`src/design/iri_pkg.sv`:
```
// Package: shared types and constants of the IRI-to-URI percent encoder.
`default_nettype none
package iri_pkg;

  // Input transaction payload.
  typedef struct packed {
    logic [7:0] in_byte;
    logic       end_of_text;
  } in_t;

  // Output transaction payload.
  typedef struct packed {
    logic [7:0] out_byte;
    logic       last_of_run;
  } out_t;

  // One classified job: up to three held bytes and then the current byte.
  typedef struct packed {
    logic [2:0][7:0] pend;       // held bytes, index 0 first
    logic [7:0]      cur_byte;   // the byte of this input
    logic [1:0]      pend_n;     // how many held bytes to emit
    logic            emit_cur;   // emit cur_byte after the held bytes
    logic            enc;        // percent-encode every emitted byte
  } job_t;

  localparam int unsigned QueueDepth = 2;
  localparam int unsigned QPtrW      = $clog2(QueueDepth);
  localparam int unsigned QCntW      = $clog2(QueueDepth + 1);

  localparam logic [7:0] PERCENT   = 8'h25;
  localparam logic [7:0] ASCII_0   = 8'h30;
  localparam logic [7:0] ASCII_A10 = 8'h37;  // 'A' - 10
  localparam logic [3:0] HEX_NINE  = 4'd9;

  // Slot code of the current byte in the back end (held bytes use 0..2).
  localparam logic [1:0] SLOT_CUR  = 2'd3;
  localparam logic [1:0] PHASE_LO  = 2'd2;

endpackage
`default_nettype wire

```
`src/design/iri_to_uri_percent_encoder_top.sv`:
```
// Top level: IRI-to-URI percent encoder, front end, job queue and back end.
// Path: an input transaction is written into the job queue, then loaded into
//   the back-end job register, and the first output byte is then valid.
// Output: one output byte per cycle from the back end while out_ready is high;
//   an ASCII or raw byte gives one output byte, each byte of an encoded character
//   three (one input gives 1 to 12 output bytes, or none while a character is open).
// Reset: synchronous rst empties the queue, drops the open character and
//   idles the back end; no input is taken while rst is high.
`default_nettype none
module iri_to_uri_percent_encoder_top (
  input  wire logic          clk,
  input  wire logic          rst,
  input  wire logic          in_valid,
  output logic               in_ready,
  input  wire iri_pkg::in_t  in_item,
  output logic               out_valid,
  input  wire logic          out_ready,
  output iri_pkg::out_t      out_item
);

  // Front to queue.
  logic          push;
  iri_pkg::job_t push_job;
  logic          not_full;

  // Queue to back.
  logic          q_valid;
  iri_pkg::job_t q_job;
  logic          q_pop;

  logic          in_ready_raw;

  // The front end decodes UTF-8 and turns each input transaction into at
  // most one job: held bytes plus the current byte, raw or encoded.
  iri_front u_front (
    .clk       (clk),
    .rst       (rst),
    .in_valid  (in_valid),
    .in_ready  (in_ready_raw),
    .in_item   (in_item),
    .job_valid (push),
    .job       (push_job),
    .job_ready (not_full)
  );

  // Hold input off during reset.
  assign in_ready = in_ready_raw && !rst;

  // Short queue lets the front keep accepting while the back expands.
  iri_queue u_queue (
    .clk       (clk),
    .rst       (rst),
    .push      (push && !rst),
    .push_job  (push_job),
    .not_full  (not_full),
    .pop_valid (q_valid),
    .pop_job   (q_job),
    .pop       (q_pop)
  );

  // The back end walks the job one output byte per cycle while out_ready is high,
  // and marks the final byte of each job with last_of_run.
  iri_back u_back (
    .clk       (clk),
    .rst       (rst),
    .job_valid (q_valid),
    .job_in    (q_job),
    .job_pop   (q_pop),
    .out_valid (out_valid),
    .out_ready (out_ready),
    .out_item  (out_item)
  );

endmodule
`default_nettype wire

```
`src/design/iri_front.sv`:
```
// Front end: UTF-8 decode state, classification and job generation.
`default_nettype none
module iri_front (
  input  wire logic          clk,
  input  wire logic          rst,
  input  wire logic          in_valid,
  output logic               in_ready,
  input  wire iri_pkg::in_t  in_item,
  output logic               job_valid,
  output iri_pkg::job_t      job,
  input  wire logic          job_ready
);

  logic [2:0][7:0] pend;
  logic [1:0]      pcount;
  logic [2:0]      exp_len;
  logic [20:0]     acc;

  logic [2:0][7:0] pend_next;
  logic [1:0]      pcount_next;
  logic [2:0]      exp_len_next;
  logic [20:0]     acc_next;

  logic [7:0]  b;
  logic        eot;
  logic        is_cont;
  logic        is_lead;
  logic [20:0] acc_cont;
  logic        take;

  function automatic logic needs_enc(input logic [20:0] cp);
    logic [4:0]  plane;
    logic [15:0] low;
    logic        r;
    plane = cp[20:16];
    low   = cp[15:0];
    r     = 1'b0;
    if (cp inside {[21'h0000A0:21'h00D7FF], [21'h00E000:21'h00F8FF],
                   [21'h00F900:21'h00FDCF], [21'h00FDF0:21'h00FFEF]}) begin
      r = 1'b1;
    end else if (plane inside {[5'd1:5'd13], 5'd15, 5'd16}) begin
      r = (low <= 16'hFFFD);
    end else if (plane == 5'd14) begin
      r = (low >= 16'h1000) && (low <= 16'hFFFD);
    end
    return r;
  endfunction

  assign b        = in_item.in_byte;
  assign eot      = in_item.end_of_text;
  assign is_cont  = (b[7:6] == 2'b10);
  assign is_lead  = (b >= 8'hC0) && (b <= 8'hF7);
  assign acc_cont = {acc[14:0], b[5:0]};
  assign in_ready = job_ready;
  assign take     = in_valid && in_ready;

  always_comb begin
    pend_next    = pend;
    pcount_next  = pcount;
    exp_len_next = exp_len;
    acc_next     = acc;
    job.pend     = pend;
    job.cur_byte = b;
    job.pend_n   = 2'd0;
    job.emit_cur = 1'b0;
    job.enc      = 1'b0;

    if (pcount != 2'd0 && is_cont) begin
      acc_next = acc_cont;
      if ({1'b0, pcount} + 3'd1 >= exp_len) begin
        // character complete
        job.pend_n   = pcount;
        job.emit_cur = 1'b1;
        job.enc      = needs_enc(acc_cont);
        pcount_next  = 2'd0;
      end else if (eot) begin
        job.pend_n   = pcount;
        job.emit_cur = 1'b1;
        pcount_next  = 2'd0;
      end else begin
        pend_next[pcount] = b;
        pcount_next       = pcount + 2'd1;
      end
    end else begin
      // held bytes of a cut-short character go out raw first
      job.pend_n  = pcount;
      pcount_next = 2'd0;
      if (is_lead && !eot) begin
        pend_next[0] = b;
        pcount_next  = 2'd1;
        if (b <= 8'hDF) begin
          exp_len_next = 3'd2;
          acc_next     = {16'd0, b[4:0]};
        end else if (b <= 8'hEF) begin
          exp_len_next = 3'd3;
          acc_next     = {17'd0, b[3:0]};
        end else begin
          exp_len_next = 3'd4;
          acc_next     = {18'd0, b[2:0]};
        end
      end else begin
        job.emit_cur = 1'b1;
      end
    end
  end

  assign job_valid = take && ((job.pend_n != 2'd0) || job.emit_cur);

  always_ff @(posedge clk) begin
    if (rst) begin
      pend    <= '0;
      pcount  <= 2'd0;
      exp_len <= 3'd0;
      acc     <= 21'd0;
    end else if (take) begin
      pend    <= pend_next;
      pcount  <= pcount_next;
      exp_len <= exp_len_next;
      acc     <= acc_next;
    end
  end

endmodule
`default_nettype wire

```
`src/design/iri_queue.sv`:
```
// Job queue between the front end and the back end.
`default_nettype none
module iri_queue (
  input  wire logic          clk,
  input  wire logic          rst,
  input  wire logic          push,
  input  wire iri_pkg::job_t push_job,
  output logic               not_full,
  output logic               pop_valid,
  output iri_pkg::job_t      pop_job,
  input  wire logic          pop
);

  iri_pkg::job_t             mem [iri_pkg::QueueDepth];
  logic [iri_pkg::QPtrW-1:0] wptr;
  logic [iri_pkg::QPtrW-1:0] rptr;
  logic [iri_pkg::QCntW-1:0] count;
  logic                      do_push;
  logic                      do_pop;

  assign not_full  = (count != iri_pkg::QCntW'(iri_pkg::QueueDepth));
  assign pop_valid = (count != '0);
  assign pop_job   = mem[rptr];
  assign do_push   = push && not_full;
  assign do_pop    = pop && pop_valid;

  always_ff @(posedge clk) begin
    if (do_push) begin
      mem[wptr] <= push_job;
    end
  end

  always_ff @(posedge clk) begin
    if (rst) begin
      wptr  <= '0;
      rptr  <= '0;
      count <= '0;
    end else begin
      if (do_push) begin
        wptr <= (wptr == iri_pkg::QPtrW'(iri_pkg::QueueDepth - 1)) ? '0 : wptr + 1'b1;
      end
      if (do_pop) begin
        rptr <= (rptr == iri_pkg::QPtrW'(iri_pkg::QueueDepth - 1)) ? '0 : rptr + 1'b1;
      end
      if (do_push && !do_pop) begin
        count <= count + 1'b1;
      end else if (do_pop && !do_push) begin
        count <= count - 1'b1;
      end
    end
  end

endmodule
`default_nettype wire

```
`src/design/iri_back.sv`:
```
// Back end: expands one job into output bytes, one per cycle while out_ready is high.
`default_nettype none
module iri_back (
  input  wire logic          clk,
  input  wire logic          rst,
  input  wire logic          job_valid,
  input  wire iri_pkg::job_t job_in,
  output logic               job_pop,
  output logic               out_valid,
  input  wire logic          out_ready,
  output iri_pkg::out_t      out_item
);

  iri_pkg::job_t job;
  logic          busy;
  logic [1:0]    slot;
  logic [1:0]    phase;

  logic [7:0] cur;
  logic       step_done;
  logic       slot_final;
  logic       is_last;
  logic       fire;
  logic [2:0] slot_inc;

  function automatic logic [7:0] hex_digit(input logic [3:0] v);
    return (v <= iri_pkg::HEX_NINE) ? iri_pkg::ASCII_0 + {4'd0, v}
                                    : iri_pkg::ASCII_A10 + {4'd0, v};
  endfunction

  assign cur        = (slot == iri_pkg::SLOT_CUR) ? job.cur_byte : job.pend[slot];
  assign step_done  = !job.enc || (phase == iri_pkg::PHASE_LO);
  assign slot_inc   = {1'b0, slot} + 3'd1;
  assign slot_final = (slot == iri_pkg::SLOT_CUR) ||
                      ((slot_inc >= {1'b0, job.pend_n}) && !job.emit_cur);
  assign is_last    = step_done && slot_final;
  assign fire       = busy && out_ready;
  assign job_pop    = job_valid && (!busy || (out_ready && is_last));

  assign out_valid = busy;

  always_comb begin
    out_item.last_of_run = is_last;
    if (!job.enc) begin
      out_item.out_byte = cur;
    end else begin
      case (phase)
        2'd0:    out_item.out_byte = iri_pkg::PERCENT;
        2'd1:    out_item.out_byte = hex_digit(cur[7:4]);
        default: out_item.out_byte = hex_digit(cur[3:0]);
      endcase
    end
  end

  always_ff @(posedge clk) begin
    if (job_pop) begin
      job <= job_in;
    end
  end

  always_ff @(posedge clk) begin
    if (rst) begin
      busy  <= 1'b0;
      slot  <= 2'd0;
      phase <= 2'd0;
    end else if (job_pop) begin
      busy  <= 1'b1;
      slot  <= (job_in.pend_n == 2'd0) ? iri_pkg::SLOT_CUR : 2'd0;
      phase <= 2'd0;
    end else if (fire) begin
      if (is_last) begin
        busy <= 1'b0;
      end else if (step_done) begin
        phase <= 2'd0;
        slot  <= (slot_inc < {1'b0, job.pend_n}) ? slot_inc[1:0] : iri_pkg::SLOT_CUR;
      end else begin
        phase <= phase + 2'd1;
      end
    end
  end

endmodule
`default_nettype wire
```
`config.mk`:
```
export PLATFORM = sky130hd
export DESIGN_NAME = iri_to_uri_percent_encoder_top
export DESIGN_NICKNAME = d
export VERILOG_FILES = /design/src/design/iri_pkg.sv /design/src/design/iri_to_uri_percent_encoder_top.sv /design/src/design/iri_front.sv /design/src/design/iri_queue.sv /design/src/design/iri_back.sv
export SDC_FILE = /design/constraint.sdc
export NUM_CORES = 1
export LEC_CHECK = 0
export BUFFER_PORTS_ARGS = -buffer_cell sky130_fd_sc_hd__buf_2
export CORE_MARGIN = 5
export CORE_UTILIZATION = 62
export DETAILED_ROUTE_END_ITERATION = 7
export GPL_TIMING_DRIVEN = 0
export PLACE_DENSITY = 0.8
export SYNTH_ARGS = -nofsm -noshare
export SYNTH_HDL_FRONTEND = slang
export SYNTH_HIERARCHICAL = 1
export SYNTH_SLANG_ARGS = --single-unit
export TNS_END_PERCENT = 5
```
`constraint.sdc`:
```
create_clock -name clk -period 4.8 [get_ports clk]
set_input_delay 0.72 -clock clk [delete_from_list [all_inputs] [get_ports clk]]
set_output_delay 0.72 -clock clk [all_outputs]
set_load 0.01 [all_outputs]
```
### Word level (Yosys, flattened, before mapping)

Memories as Yosys holds them, arrays and structs flattened. A register that Yosys moved wholly into a read port is not among the register bits.
Cells that the tools add are included.

* register bits: 89
* memories kept: 1
* RAM bits: 72
* word-level logic and storage cells: 176

Memories
* u_queue.mem: depth 2, bits a word 36, rd ports 1, clocked after memory_dff 1, wr ports 1, line iri_queue.sv:14 `iri_pkg::job_t mem [iri_pkg::QueueDepth];`

* reduce and logical (&&, ||, !) cells: 54
* add/subtract/negate cells: 12
* bitwise logic cells: 4
* multiplexer cells: 51
* equal/unequal tests: 11
* order comparisons: 24

Operators by type and width (number)
* <= comparator 21 x 16 -> 1 bit, second input constant: 4
* two-way mux 8 bit: 10
* greater-or-equal comparator 21 x 16 -> 1 bit, second input constant: 3
* two-way mux 15 bit: 3
* adder 6 x 4 -> 7 bit, first input constant: 4
* bitwise mux 24 bit: 1
* <= comparator 8 bit, second input constant: 3
* two-way mux 2 bit: 12
* logical AND 1 bit: 23
* greater-or-equal comparator 21 x 8 -> 1 bit, second input constant: 1
* binary-select mux 8 bit (select 2 bit): 1
* demux 8 bit (select 2 bit): 1
* greater-or-equal comparator 16 x 13 -> 1 bit, second input constant: 1
* <= comparator 16 bit, second input constant: 1
* two-way mux 1 bit: 16
* one-hot mux 8 bit (2 select lines): 1
* nonzero test 2 bit: 8
* two-way mux 3 bit: 5
* equality test 5 x 4 -> 1 bit, second input constant: 2
* greater-or-equal comparator 8 bit, second input constant: 1
* <= comparator 4 bit, second input constant: 2
* != test 2 bit, second input constant: 4
* AND reduction 4 bit: 2
* zero test 1 bit: 7
* other kinds (23): 40

### Depth between registers and ports, before layout

* depth after elaboration: 14
* mapped depth: 13
* depth with buffers taken out: 12

### Cells and area by module

The synthesis kept the hierarchy.

Modules (own cells, without submodules)
* iri_queue: instances 1, sequential area each 2262.2 um^2, cells each 136, area an instance 2817.7 um^2
* iri_back: instances 1, sequential area each 1181.1 um^2, cells each 181, area an instance 2227.1 um^2
* iri_front: instances 1, sequential area each 880.8 um^2, cells each 237, area an instance 2024.4 um^2
* iri_to_uri_percent_encoder_top: instances 1, sequential area each 0.0 um^2, cells each 2, area an instance 12.5 um^2

### Least setup slack after synthesis

OpenSTA, ideal clock, no wires.

* path type: register -> register
* start: register u_back.slot[0]
* end: register u_queue/count[1] in the netlist's numbering
* cell stages (with the launch flop): 12
* clock period less this slack: 3874 ps
* path slack: 926 ps
* arrival time: 3804 ps
* cell sequence: dfxtp_1 buf_2 inv_2 fa_1 nor2_1 a211oi_2 o21ai_1 and2_1 o21ai_0 ha_1 or3_1 a21oi_1

* word-level cells in the longest chain between the ends: 12
* elaborated cells on any way between the ends: 15
* those cells by class: add/sub: 1; order compare: 1; eq/ne: 1; mux: 1; reduce/logical: 11

RTL lines
* start, declared: line iri_back.sv:16 `logic [1:0] slot;`
* start signal, assigned: line iri_back.sv:68 `slot <= (job_in.pend_n == 2'd0) ? iri_pkg::SLOT_CUR : 2'd0;`
* start signal, assigned: line iri_back.sv:75 `slot <= (slot_inc < {1'b0, job.pend_n}) ? slot_inc[1:0] : iri_pkg::SLOT_CUR;`
* adder 2 x 1 -> 3 bit: line iri_back.sv:33 `assign slot_inc = {1'b0, slot} + 3'd1;`
* greater-or-equal comparator 3 x 2 -> 1 bit: line iri_back.sv:35 `((slot_inc >= {1'b0, job.pend_n}) && !job.emit_cur);`
* logical AND 1 bit: line iri_back.sv:35
* logical OR 1 bit *: line iri_back.sv:34 `assign slot_final = (slot == iri_pkg::SLOT_CUR) ||`
* logical AND 1 bit *: line iri_back.sv:36 `assign is_last = step_done && slot_final;`
* logical AND 1 bit *: line iri_back.sv:38 `assign job_pop = job_valid && (!busy || (out_ready && is_last));`
* logical OR 1 bit *: line iri_back.sv:38
* logical AND 1 bit *: line iri_back.sv:38
* via q_pop: line iri_to_uri_percent_encoder_top.sv:29 `logic q_pop;`
* logical AND 1 bit *: line iri_queue.sv:25 `assign do_pop = pop && pop_valid;`
* zero test 1 bit: line iri_queue.sv:45 `if (do_push && !do_pop) begin`
* logical AND 1 bit: line iri_queue.sv:45
* two-way mux 2 bit or nonzero test 2 bit (tied branches)
* end signal, assigned: line iri_queue.sv:46 `count <= count + 1'b1;`
* end signal, assigned: line iri_queue.sv:48 `count <= count - 1'b1;`
* end, declared: line iri_queue.sv:17 `logic [iri_pkg::QCntW-1:0] count;`

Mark *: on every way through the listed nets, which the timed path passes. The rest lies on a longest branch.
A chain may end at the register's enable or synchronous reset.

==> out/results.txt <==
Asr flop ratio synth -> 0%
Global route overflow -> 0
Final Slew Violations -> 0
Resized cells post-CTS -> 0
Die Y-Extent -> 116.9 µm
Setup Total Neg Slack -> 0 ps
Pre-antenna DRT Iters -> 5
PD cells -> 576.4 mW/mm²
Final wirelength -> 14330 µm
Inserted Diodes -> 0
IO buf count -> 21
Hold path start -> u_front/job[35]
Maximum clock path buffer count -> 2
Worst Setup End Kind -> output pin
Core ar. -> 0.01132 mm²
Via density -> 5.875
Gr busiest metal -> met2
Post-synth top flop -> edfxtp_1
Post-CTS Setup Repair Bufs -> 0
Root Driver -> clkbuf_16
Outcome -> finished, final reports clean
Final hold slack -> 457.6 ps
Combinational group share of total power -> 28.4%
CP peak stage delay -> 500 ps
Sequential fraction of the synthesis area -> 61.06%
Initial Util -> 62.56%
Crit share post-route -> 88.94%
Maximum clock frequency -> 0.2342 GHz
Met2 usage -> 38.91%
Row cnt -> 39
NetSw -> 1448 µW
CP bufs+invs -> 3
Clock Pin Slew Worst Setup and Hold Paths -> 60 ps
Skew-Pair Late Insertion Delay -> 420 ps
Met1 global-route usage -> 28.14%
Post-route DRC violation count -> 0
Area Growth Syn to Fin -> 13.11%
Worst R2R Path Depth -> 11
CTS sink cnt -> 162
Switching share of total power -> 31.36%
Synth top area share -> 45.80%
# setup viols final -> 0
GRT Overall Usage -> 22.59%
WS Path Type -> flip-flop to output pin
CTS tree -> yes
Mapped Nets -> 587
Mapped cell area -> 0.007082 mm²
RSZ-0062 raised after global routing -> false
First-pass GRT wire length -> 23130 µm
Die Width -> 116.9 µm
Post-synth top area cell -> edfxtp_1
Crit path arrival time -> 3550 ps
Final RePlAce weighted congestion -> 0.9611
M3 GR Usage -> 5.398%
DR WL/cell -> 19.03 µm
CP Depth -> 11
PnR Total Power -> 4617 µW
Mapped Cells -> 556
Post-synth EDFFs -> 108
Lkg Pwr -> 0.002788 µW
Max-Cap Viols -> 0
Clk pwr share -> 29.9%
Fillers -> 740
Cell variety after synth -> 72
Worst hold stages -> 0
Antenna Nets Post-Route -> 0
Hold crit path type -> flip-flop to flip-flop
Top cells by area, synth -> edfxtp_1 (46%), dfxtp_1 (15%), mux2_2 (6.2%)
Average cell area after synthesis -> 12.74 µm²
CP Data Required Time -> 4080 ps
Num CTS Buffers -> 17
Yosys reg bits -> 162
Reg2reg end -> u_queue/count[1]
I/O pins -> 24
Drt initial violations -> 247
CP delay by family, top -> compound AO/OA/AOI/OAI gates
Maximum fanout along the worst path -> 10
Vias in the first global route -> 4457
Initial antenna violation count -> 0
Slew headroom -> 35.48%
Max H-tree Level -> 4
Final Skew -> 7.807 ps
Flop2flop setup slack -> 770 ps
YS warnings -> 6
Crit path launch type -> flip-flop
Endpoints failing hold -> 0
Min Tclk post-route -> 4269 ps
Largest net degree at the start of global routing -> 40
Total number of vias -> 4424
Die Area -> 0.01366 mm²
Worst slew pin tran -> 966.7 ps
Worst-path cell chain -> ha_1 > buf_2 > buf_2 > a211oi_1 > or2_2 > ha_1 > or2_2 > a21bo_2 > mux2_4 > a211o_1 > buf_2
Finished Core Util -> 70.76%
Final nets -> 628
VDD IR max -> 0.0003280 V
Endpoint, Worst Hold -> u_queue/mem[0][35]
Worst r2r src -> u_back/slot[0]
DP Wirelength -> 9670 µm
CP max stage cell -> dfxtp_1
Seq pwr share -> 41.7%
Share of cells above drive strength 1 -> 22.62%
Internal power -> 3169 µW
Critical path's most frequent cell -> buf_2
Hold-fix buffers at CTS -> 0
## synth_stat cells (7+ instances only)
cell,n
dfxtp_1,54
o21ai_0,11
nand2b_1,8
buf_4,13
nand2_1,49
nand3_1,7
ha_1,17
a21oi_1,37
nor3_1,7
nor2_1,44
mux2i_1,16
edfxtp_1,108
inv_1,15
clkbuf_1,11
mux2_2,39
## cell families after synthesis
kind of cell | count (synthesis) | share of synthesized area (%)
and+or+nand+nor | 163 | 11.87
DFF | 162 | 61.06
AOI/OAI and AO/OA | 99 | 10.18
muxes | 60 | 9.470
buffers and inverters | 50 | 3.639
adders and majority gates | 18 | 3.286
xor gates and xnor gates | 4 | 0.4948
## cells in the final DEF, fill, tap and decap left out, types with 4 or more instances in the layout
master,netlist,final
edfxtp_1,108,108
dfxtp_1,54,54
nand2_1,49,49
nor2_1,44,44
mux2_2,39,39
a21oi_1,37,37
buf_2,5,26
clkbuf_16,0,17
ha_1,17,17
mux2i_1,16,16
inv_1,15,15
buf_4,13,13
clkbuf_1,11,11
o21ai_0,11,11
nand2b_1,8,8
nor3_1,7,7
nand3_1,7,7
a211oi_1,6,6
inv_6,0,5
and2_1,6,5
inv_8,0,4
o21ai_1,4,4
mux2_4,4,4
nand3b_1,4,4
o211ai_1,4,4
o21a_1,4,4
a31oi_1,4,4
or3_1,4,4
nand4_1,4,4
## worst reg2reg max path, delay by kind of cell (launching register included)
kind	cells	cell delay, ps
AOI/OAI and AO/OA	4	890
adders and majority gates	2	900
buffers and inverters	2	380
DFF	1	500
and+or+nand+nor	3	1290
## final cells by class
| class | instances | area, µm² | area share, % |
|---|---|---|---|
| Sequential cell | 162 | 4324 | 53.98 |
| Multi-Input combinational cell | 344 | 2502 | 31.24 |
| Clock buffer | 17 | 425.4 | 5.311 |
| Buffer | 32 | 190.2 | 2.374 |
| Clock inverter | 15 | 188.9 | 2.359 |
| Tap cell | 143 | 178.9 | 2.234 |
| Timing Repair Buffer | 22 | 132.6 | 1.656 |
| Inverter | 18 | 67.56 | 0.8435 |
## per-layer routing
layer / share of wire, % / wire (µm)
met2: 52 / 7515
met4: 1.7 / 243
met1: 41 / 5896
met5: 0 / 0
met3: 4.7 / 674
## per-stage QoR
stage,worst slack (ps),instance area (µm²),cells
after detailed placement,785.2,7396,721
after floorplan,926.5,7082,556
after global placement,267.8,7366,720
final,530.8,8010,753
after global routing,335.7,8010,753
after CTS,507.0,8010,753
## worst max path at each step
stage / from / to / slack, ps
6_report: u_back/slot[0] / out_item[1] / 530
3_3_place_gp: u_back/slot[0] / u_queue/count[1] / 270
4_1_cts: u_back/slot[0] / out_item[1] / 510
3_5_place_dp: u_back/slot[0] / u_queue/count[1] / 790
2_1_floorplan: u_back/slot[0] / u_queue/count[1] / 930
5_1_grt: u_back/slot[0] / out_item[1] / 340
## power by group through the flow
stage          Sequential [µW]  Clock [µW]  Combinational, µW
2_1_floorplan             1900           0                980
3_3_place_gp              1940           0               1250
3_5_place_dp              1950           0               1300
4_1_cts                   1930        1400               1310
5_1_grt                   1950        1460               1440
6_report                  1930        1380               1310
## flip-flops by register name (all words and copies together) (netlist names), named ones only
| name | count |
|---|---|
| u_back/job | 36 |
| u_back/out_valid | 1 |
| u_back/phase | 2 |
| u_back/slot | 2 |
| u_front/acc | 15 |
| u_front/exp_len | 3 |
| u_front/job | 24 |
| u_front/pcount | 2 |
| u_queue/count | 2 |
| u_queue/mem | 72 |
| u_queue/rptr | 1 |
| u_queue/wptr | 1 |
No activity file was read; power rests on OpenSTA's default activity.
